[src/lie_pkg.sv]
// ----------------------------------------------------------------------------
// lie_pkg
// Key codes, result kinds and sequencer states for the line input editor.
// ----------------------------------------------------------------------------
`default_nettype none

package lie_pkg;

    localparam int unsigned KEY_W       = 8;
    localparam int unsigned KIND_W      = 3;
    localparam int unsigned MAX_CHARS_W = 6;

    localparam logic [MAX_CHARS_W-1:0] MAX_CHARS_RST = 6'd39;

    localparam logic [KEY_W-1:0] KEY_CTRL_C = 8'd3;
    localparam logic [KEY_W-1:0] KEY_BS     = 8'd8;
    localparam logic [KEY_W-1:0] KEY_CR     = 8'd13;
    localparam logic [KEY_W-1:0] KEY_CTRL_X = 8'd24;
    localparam logic [KEY_W-1:0] KEY_ESC    = 8'd27;
    localparam logic [KEY_W-1:0] CHAR_NUL   = 8'd0;

    localparam logic [KIND_W-1:0] KIND_ECHO      = 3'd0;
    localparam logic [KIND_W-1:0] KIND_ECHO_BS   = 3'd1;
    localparam logic [KIND_W-1:0] KIND_LINE_CHAR = 3'd2;
    localparam logic [KIND_W-1:0] KIND_DONE      = 3'd3;
    localparam logic [KIND_W-1:0] KIND_CANCEL    = 3'd4;

    typedef enum logic [4:0] {
        S_IDLE = 5'b00001,
        S_EXEC = 5'b00010,
        S_KILL = 5'b00100,
        S_LINE = 5'b01000,
        S_DONE = 5'b10000
    } t_state;

endpackage

`default_nettype wire

[src/line_input_editor.sv]
// ----------------------------------------------------------------------------
// line_input_editor
// Keyboard line editor: line buffer in a synchronous RAM, edit sequencer and
// a registered result stage.
// ----------------------------------------------------------------------------
// Usage:
//   Input channel i_valid/o_ready carries one key code per transaction.
//   Output channel o_valid/i_ready carries result transactions (kind, char,
//   last); o_last marks the final result of a key. Keys that cause no result
//   (backspace or kill on an empty line, character on a full line) produce
//   nothing.
//   i_cfg_wr_en/i_cfg_wr_data write max_chars; write only while idle.
// Timing:
//   A key is taken in the idle state and executed from the EXEC state. Kill
//   emits one backspace echo per held character from the KILL state; enter
//   streams the held characters from the LINE state, then a done result from
//   the DONE state (only the done result on an empty line), with the RAM read
//   address set to the next emit index. The sequencer emits one result per
//   cycle, holding while a result waits in the output register; a new key
//   may still be taken while the final result of the last key waits.
// Reset:
//   Synchronous, active low: line empty, max_chars = 39, output empty.
//   The buffer RAM is not cleared; only written entries are ever emitted.
// ----------------------------------------------------------------------------
`default_nettype none

module line_input_editor #(
    parameter int unsigned LINE_CAPACITY = 40
) (
    input  wire logic                              i_clk,
    input  wire logic                              i_rst_n,
    input  wire logic                              i_cfg_wr_en,
    input  wire logic [lie_pkg::MAX_CHARS_W-1:0]   i_cfg_wr_data,
    input  wire logic                              i_valid,
    output logic                                   o_ready,
    input  wire logic [lie_pkg::KEY_W-1:0]         i_key_code,
    output logic                                   o_valid,
    input  wire logic                              i_ready,
    output logic [lie_pkg::KIND_W-1:0]             o_kind,
    output logic [lie_pkg::KEY_W-1:0]              o_char_out,
    output logic                                   o_last
);
    import lie_pkg::*;

    localparam int unsigned PW = (LINE_CAPACITY > 2) ? $clog2(LINE_CAPACITY) : 1;
    localparam int unsigned LW = (PW > MAX_CHARS_W) ? PW : MAX_CHARS_W;
    localparam logic [LW-1:0] CAP_LIMIT = LW'(LINE_CAPACITY - 1);

    t_state                 r_state, n_state;
    logic [MAX_CHARS_W-1:0] r_max_chars;
    logic [KEY_W-1:0]       r_key;
    logic [PW-1:0]          r_pos, n_pos;
    logic [PW-1:0]          r_idx, n_idx;
    logic [KEY_W-1:0]       r_rd_data;
    logic [KEY_W-1:0]       mem [LINE_CAPACITY];

    logic                   r_out_valid, n_out_valid;
    logic [KIND_W-1:0]      r_kind, n_kind;
    logic [KEY_W-1:0]       r_char, n_char;
    logic                   r_last, n_last;

    logic                   slot_free;
    logic                   push;
    logic                   wr_en;
    logic                   room;

    assign slot_free = !r_out_valid || i_ready;
    assign room      = (LW'(r_pos) < LW'(r_max_chars)) && (LW'(r_pos) < CAP_LIMIT);

    always_comb begin
        n_state = r_state;
        n_pos   = r_pos;
        n_idx   = r_idx;
        push    = 1'b0;
        wr_en   = 1'b0;
        n_kind  = r_kind;
        n_char  = r_char;
        n_last  = r_last;
        unique case (r_state)
            S_IDLE: begin
                if (i_valid) begin
                    n_state = S_EXEC;
                end
            end
            S_EXEC: begin
                if (slot_free) begin
                    n_state = S_IDLE;
                    case (r_key) inside
                        KEY_BS: begin
                            if (r_pos != '0) begin
                                n_pos  = r_pos - 1'b1;
                                push   = 1'b1;
                                n_kind = KIND_ECHO_BS;
                                n_char = KEY_BS;
                                n_last = 1'b1;
                            end
                        end
                        KEY_CTRL_C, KEY_CTRL_X: begin
                            if (r_pos != '0) begin
                                n_state = S_KILL;
                            end
                        end
                        KEY_CR: begin
                            n_idx = '0;
                            if (r_pos != '0) begin
                                n_state = S_LINE;
                            end else begin
                                push   = 1'b1;
                                n_kind = KIND_DONE;
                                n_char = CHAR_NUL;
                                n_last = 1'b1;
                            end
                        end
                        KEY_ESC: begin
                            n_pos  = '0;
                            push   = 1'b1;
                            n_kind = KIND_CANCEL;
                            n_char = CHAR_NUL;
                            n_last = 1'b1;
                        end
                        default: begin
                            if (room) begin
                                wr_en  = 1'b1;
                                n_pos  = r_pos + 1'b1;
                                push   = 1'b1;
                                n_kind = KIND_ECHO;
                                n_char = r_key;
                                n_last = 1'b1;
                            end
                        end
                    endcase
                end
            end
            S_KILL: begin
                if (slot_free) begin
                    n_pos  = r_pos - 1'b1;
                    push   = 1'b1;
                    n_kind = KIND_ECHO_BS;
                    n_char = KEY_BS;
                    n_last = (r_pos == PW'(1));
                    if (r_pos == PW'(1)) begin
                        n_state = S_IDLE;
                    end
                end
            end
            S_LINE: begin
                if (slot_free) begin
                    push   = 1'b1;
                    n_kind = KIND_LINE_CHAR;
                    n_char = r_rd_data;
                    n_last = 1'b0;
                    n_idx  = r_idx + 1'b1;
                    if (r_idx == r_pos - 1'b1) begin
                        n_state = S_DONE;
                    end
                end
            end
            S_DONE: begin
                if (slot_free) begin
                    push    = 1'b1;
                    n_kind  = KIND_DONE;
                    n_char  = CHAR_NUL;
                    n_last  = 1'b1;
                    n_pos   = '0;
                    n_state = S_IDLE;
                end
            end
            default: begin
                n_state = S_IDLE;
            end
        endcase

        if (push) begin
            n_out_valid = 1'b1;
        end else if (i_ready) begin
            n_out_valid = 1'b0;
        end else begin
            n_out_valid = r_out_valid;
        end
    end

    // Line buffer RAM; the registered read uses the next emit index as its address
    always_ff @(posedge i_clk) begin
        if (wr_en) begin
            mem[r_pos] <= r_key;
        end
        r_rd_data <= mem[n_idx];
    end

    always_ff @(posedge i_clk) begin
        if (!i_rst_n) begin
            r_state     <= S_IDLE;
            r_pos       <= '0;
            r_idx       <= '0;
            r_max_chars <= MAX_CHARS_RST;
            r_out_valid <= 1'b0;
        end else begin
            r_state     <= n_state;
            r_pos       <= n_pos;
            r_idx       <= n_idx;
            r_out_valid <= n_out_valid;
            if (i_cfg_wr_en) begin
                r_max_chars <= i_cfg_wr_data;
            end
        end
    end

    always_ff @(posedge i_clk) begin
        if (r_state == S_IDLE && i_valid) begin
            r_key <= i_key_code;
        end
        r_kind <= n_kind;
        r_char <= n_char;
        r_last <= n_last;
    end

    assign o_ready    = (r_state == S_IDLE);
    assign o_valid    = r_out_valid;
    assign o_kind     = r_kind;
    assign o_char_out = r_char;
    assign o_last     = r_last;

endmodule

`default_nettype wire
[config.mk]
export PLATFORM = sky130hd
export DESIGN_NAME = line_input_editor
export DESIGN_NICKNAME = d
export VERILOG_FILES = /design/src/lie_pkg.sv /design/src/line_input_editor.sv
export SDC_FILE = /design/constraint.sdc
export NUM_CORES = 1
export LEC_CHECK = 0
export BUFFER_PORTS_ARGS = -buffer_cell sky130_fd_sc_hd__clkbuf_2
export CAP_MARGIN = 20
export CELL_PAD_IN_SITES_DETAIL_PLACEMENT = 0
export CELL_PAD_IN_SITES_GLOBAL_PLACEMENT = 1
export CORE_MARGIN = 2
export CORE_UTILIZATION = 35
export CTS_CLUSTER_DIAMETER = 30
export DETAILED_ROUTE_END_ITERATION = 7
export PLACE_DENSITY = 0.57
export SYNTH_ARGS = -nofsm -noshare
export SYNTH_HDL_FRONTEND = slang
export SYNTH_SLANG_ARGS = --single-unit
[constraint.sdc]
create_clock -name i_clk -period 6.41 [get_ports i_clk]
set_clock_uncertainty 0.05 [all_clocks]
set_input_delay 1.282 -clock i_clk [delete_from_list [all_inputs] [get_ports i_clk]]
set_output_delay 1.282 -clock i_clk [all_outputs]
set_load 0.03 [all_outputs]
### After elaboration in Yosys (flattened, before gate mapping)

Memories as Yosys holds them, arrays and structs flattened. A register that Yosys moved wholly into a read port is not among the register bits.
Index checks and enable logic that the tools add are counted.
Widths: inputs -> output; s select.

* flip-flop bits (word level): 44
* memories: 1
* output and inout port bits: 14
* memory bits (writable): 320

Memories
* mem: depth 40, width 8, rd ports 1, clocked after Yosys merged registers in 1, wr ports 1, line line_input_editor.sv:55 `logic [KEY_W-1:0] mem [LINE_CAPACITY];`

* $add $sub $neg: 3
* equality and inequality tests: 25
* reduce and logical (&&, ||, !) cells: 13
* muxes and demuxes: 85
* order comparisons: 2

Operator list (number)
* $mux 8: 11
* $mux 6: 14
* $mux 5: 10
* $mux 3: 12
* $pmux 8 s4: 1
* $mux 1: 30
* $pmux 5 s5: 1
* $pmux 6 s3: 1
* $eq 8x4->1 const B: 2
* $eq 8x5->1 const B: 2
* $ne 2x2->1 const B: 7
* $add 6x1->6 const B: 2
* $pmux 3 s4: 1
* $pmux 6 s2: 1
* $ne 3x3->1 const B: 3
* $reduce_and 9->1: 1
* $eq 8x2->1 const B: 1
* $ne 4x4->1 const B: 2
* $reduce_and 8->1: 1
* $reduce_and 7->1: 1
* $eq 6x1->1 const B: 1
* $eq 6x6->1: 1
* $lt 6x6->1: 1
* $lt 6x6->1 const B: 1
* other kinds (19): 20

### Logic depth before layout (Yosys ltp)

* word-level depth: 11
* depth in mapped cells: 12
* mapped depth without buffers: 10

### Worst setup path after synthesis

Ideal clock, no wire load.

* path type: reg-to-reg
* start: register r_key[5]
* end: register r_char[0] (netlist: o_char_out[0]) (enable)
* slack: 1.796 ns
* data required time: 5.912 ns
* arrival time: 4.116 ns
* library setup time: 0.448 ns
* stages on the path, launching flop included: 7
* path buffers: 1
* cell sequence: edfxtp_1 > or4_1 > or3_1 > clkbuf_1 > nand2_1 > nor3_1 > a2111oi_0

* longest elaborated chain between the ends: 4
* elaborated cells between the ends (all ways): 11
* classes of those cells: 9 x eq/ne; 2 x reduce/logical

RTL lines
* start, declared: line line_input_editor.sv:51 `logic [KEY_W-1:0] r_key;`
* start signal, assigned: line line_input_editor.sv:210 `r_key <= i_key_code;`
* $eq 8x2->1 (no source line) or $eq 8x5->1 (tied branches)
* $reduce_or 2->1: line line_input_editor.sv:88 `case (r_key) inside`
* $ne 3x3->1 (no source line)
* $reduce_and 9->1 (no source line) *
* end signal, assigned: line line_input_editor.sv:213 `r_char <= n_char;`
* end, declared: line line_input_editor.sv:59 `logic [KEY_W-1:0] r_char, n_char;`

Every way passes the cells marked *; elsewhere a longest branch is shown, timed or not.
A chain may end at the register's enable or synchronous reset.

### Final worst setup path

* start: input i_ready
* end: register r_rd_data[3], read port of mem

* longest elaborated chain between the ends: 3
* elaborated cells between the ends (all ways): 4
* classes of those cells: 3 x mux; 1 x reduce/logical

RTL lines
* start, declared: line line_input_editor.sv:38 `input wire logic i_ready,`
* $logic_or 1x1->1 *: line line_input_editor.sv:67 `assign slot_free = !r_out_valid || i_ready;`
* $mux 6, on equally long branches: line line_input_editor.sv:147, line_input_editor.sv:86
* $pmux 6 s2 *: line line_input_editor.sv:79 `unique case (r_state)`
* end, declared: line line_input_editor.sv:54 `logic [KEY_W-1:0] r_rd_data;`

Marks and branches as above.

==> out/qor.txt <==
status: complete, no violations
CTS tree: built
Tot GR Track Use: 0.198
HP Start: r_max_chars[3]$_SDFFE_PN0P_
Worst setup EP type: flip-flop
vias post-DR: 10200
dpl hpwl: 27.5 mm
crit path DAT: 5120 ps
nets: 1228
Antenna Cells: 0
crit path time final: 4730 ps
hold depth: 2
r2r setup slk: 1890 ps
Seq/Total Area, Yosys: 0.696
PortBufs: 32
Final setup viols: 0
Iter 0 DRT Violations: 894
Reg-to-Reg End: r_rd_data[3]$_DFF_P_
post-synthesis cell area: 15600 sq um
fillcell total: 3999
# hold bufs at CTS: 0
Leakage: 6.95 nW
asr flop ratio synth: 0
clk_lat worst skew: 610 ps
Worst Slack Setup Final: 1680 ps
full die area: 46300 sq um
max-cap viol count: 0
Crit-path slowest cell: a2111oi_0
dominant synthesized flop cell: edfxtp_1
synth warn: 0
Root Driver: clkbuf_16
CTS H-tree lvls: 3
DP Worst Slack: 995 ps
Critical Path RT: 6800 ps
RSZ-0062 raised after global routing: no
FP Rows: 77
Worst-Margin Slew: 1080 ps
clk slew on worst S/H paths: 50 ps
Routed Antenna Nets: 0
crit path cell chain: clkbuf_2 > nor2b_1 > nor3_1 > a21oi_4 > nand2_4 > buf_12 > a2111oi_0 > a2111oi_0 > a2111oi_0 > a211oi_1
Die Y: 215 um
WL per Instance: 24.5 um
Die X: 215 um
Initial Util: 0.353
Overflow after GRT: 0
most frequent cells in the layout: edfxtp_1, nand2_1, clkbuf_16
first-pass GRT wire length: 67.8 mm
largest net degree at the start of global routing: 75
power density over the cells: 395 nW/um^2
initial antenna violation count: 0
Startpoint Class: primary input
Hold Path Class: flip-flop to flip-flop
crit-path max cell delay: 1000 ps
Post-synth EDFFs: 340
CTS Buf Count: 92
clk buf depth: 3
drt first pass iters: 5
fraction of layout cells with a size suffix above 1: 0.190
crit-path max FO: 57
#FFs+latches synth: 372
vias per cell: 5.44
total routed wirelength: 45.8 mm
max-slew violation count: 0
final setup TNS: 0 ps
Post-CTS Setup Bufs: 0
period utilisation layout: 0.738
worst r2r src: r_key[5]$_DFFE_PP_
cell mode on critical path: a2111oi_0
commonest non-fill, non-tap cell in the layout: edfxtp_1
Rel. slew slack: 0.264
Mapped Nets: 1149
Area Overhead vs Synth: 27.1%
Endpoint, Worst Hold: r_max_chars[3]$_SDFFE_PN0P_
vias in the first global route: 10200
syn avg cell area: 13.9 sq um
WS Path Type: primary input to flip-flop
WP buf/inv: 2
Mapped Cells: 1121
Final Wtd Congestion: 0.807
io pins: 33
Top delay family on crit path: compound AO/OA/AOI/OAI gates
Residual DRC: 0
total clock sinks: 372
Resized Gates After CTS: 0
Max VDD drop: 220 uV
final hold viol count: 0
Core ar.: 44100 sq um
Fmax achieved: 211 MHz
Yosys cell types: 61
R2R cell count: 9
per-layer routing:
| metal | wire [um] | vias up | track usage | part of all wire |
|---|---|---|---|---|
| met5 | 0 | - | 0 | 0 |
| li1 | - | 4655 | - | - |
| met1 | 20500 | 5119 | 0.273 | 0.45 |
| met3 | 2940 | 57 | 0.0410 | 0.064 |
| met4 | 974 | 0 | 0.0703 | 0.021 |
| met2 | 21400 | 338 | 0.312 | 0.47 |
synthesized netlist by cell type, drive strengths merged, types with 3 or more instances:
master	n	area (sq um)
a211oi	89	668
or3	11	73.8
nand2b	8	50.1
o211a	3	30.0
a2111oi	41	378
o211ai	3	22.5
nor2b	3	18.8
xnor2	5	43.8
edfxtp	340	10200
a31oi	10	62.6
or4	4	33.8
clkbuf	51	193
o22ai	11	68.8
a21oi	13	65.1
and2	6	37.5
ha	9	113
nor3	11	60.1
inv	11	41.3
nor4	14	103
nor2	69	262
a22o	4	35.0
nand2	115	432
nand4	4	25.0
a21o	3	22.5
and3	82	513
dfxtp	32	641
nand3	12	60.1
o21ai	11	55.1
xor2	7	61.3
a311oi	36	322
buf	29	179
nand3b	6	45.0
o22a	3	26.3
mux2i	47	470
worst register-to-register path: stages, from the launching register on:
cell,delay [ps]
edfxtp_1,380
or3_4,460
nor4_4,730
a21oi_4,230
buf_4,430
and3_1,330
a2111oi_0,470
a2111oi_0,180
a2111oi_0,1000
a211oi_1,90
registers in the layout (all words and copies together), names as in the netlist:
name / cells
o_valid: 1
r_idx: 6
o_char_out: 8
r_state: 5
r_pos: 6
r_rd_data: 8
r_max_chars: 6
r_key: 8
o_kind: 3
mem: 320
o_last: 1
cell families after synthesis:
logic type,synth area share
multiplexers,0.0302
AO/OA/AOI/OAI,0.120
adder cells (fa/ha/maj),0.00722
AND/OR/NAND/NOR,0.113
buffers and inverters,0.0265
flip-flops,0.696
XOR/XNOR,0.00674
per-stage QoR:
stage	cells	power, mW	hold slack, ps	util	area [sq um]
detailed placement	1698	2.91	434	0.373	16500
CTS	1871	7.89	445	0.449	19800
floorplan	1121	2.82	393	-	15600
global route	1871	8.04	468	0.449	19800
global placement	1697	2.91	429	0.373	16500
finish	1871	7.82	441	0.449	19800
worst max-delay path by stage:
stage                       startpoint                 endpoint  slack, ps  cells after the start
floorplan           r_key[5]$_DFFE_PP_  o_char_out[0]$_DFFE_PP_       1800                      6
global placement               i_ready     r_rd_data[5]$_DFF_P_        820                     10
detailed placement             i_ready     r_rd_data[3]$_DFF_P_       1000                     10
CTS                            i_ready     r_rd_data[3]$_DFF_P_       1640                     10
global route                   i_ready     r_rd_data[3]$_DFF_P_       1390                     10
finish                         i_ready     r_rd_data[3]$_DFF_P_       1680                     10
area by class of cell:
class	instances	area [sq um]	share of cell area
Clock buffer	102	2360	0.119
Clock inverter	71	985	0.0497
Inverter	11	41.3	0.00208
Multi-Input combinational cell	658	4420	0.223
Sequential cell	372	10900	0.548
Tap cell	592	741	0.0374
Timing Repair Buffer	65	418	0.0211
power by group:
group | total [mW] | internal (mW) | switching [mW]
clock network | 4.96 | 3.47 | 1.48
registers | 2.70 | 2.69 | 0.0146
logic | 0.166 | 0.0358 | 0.130
Power figures use the tool's default switching activity.
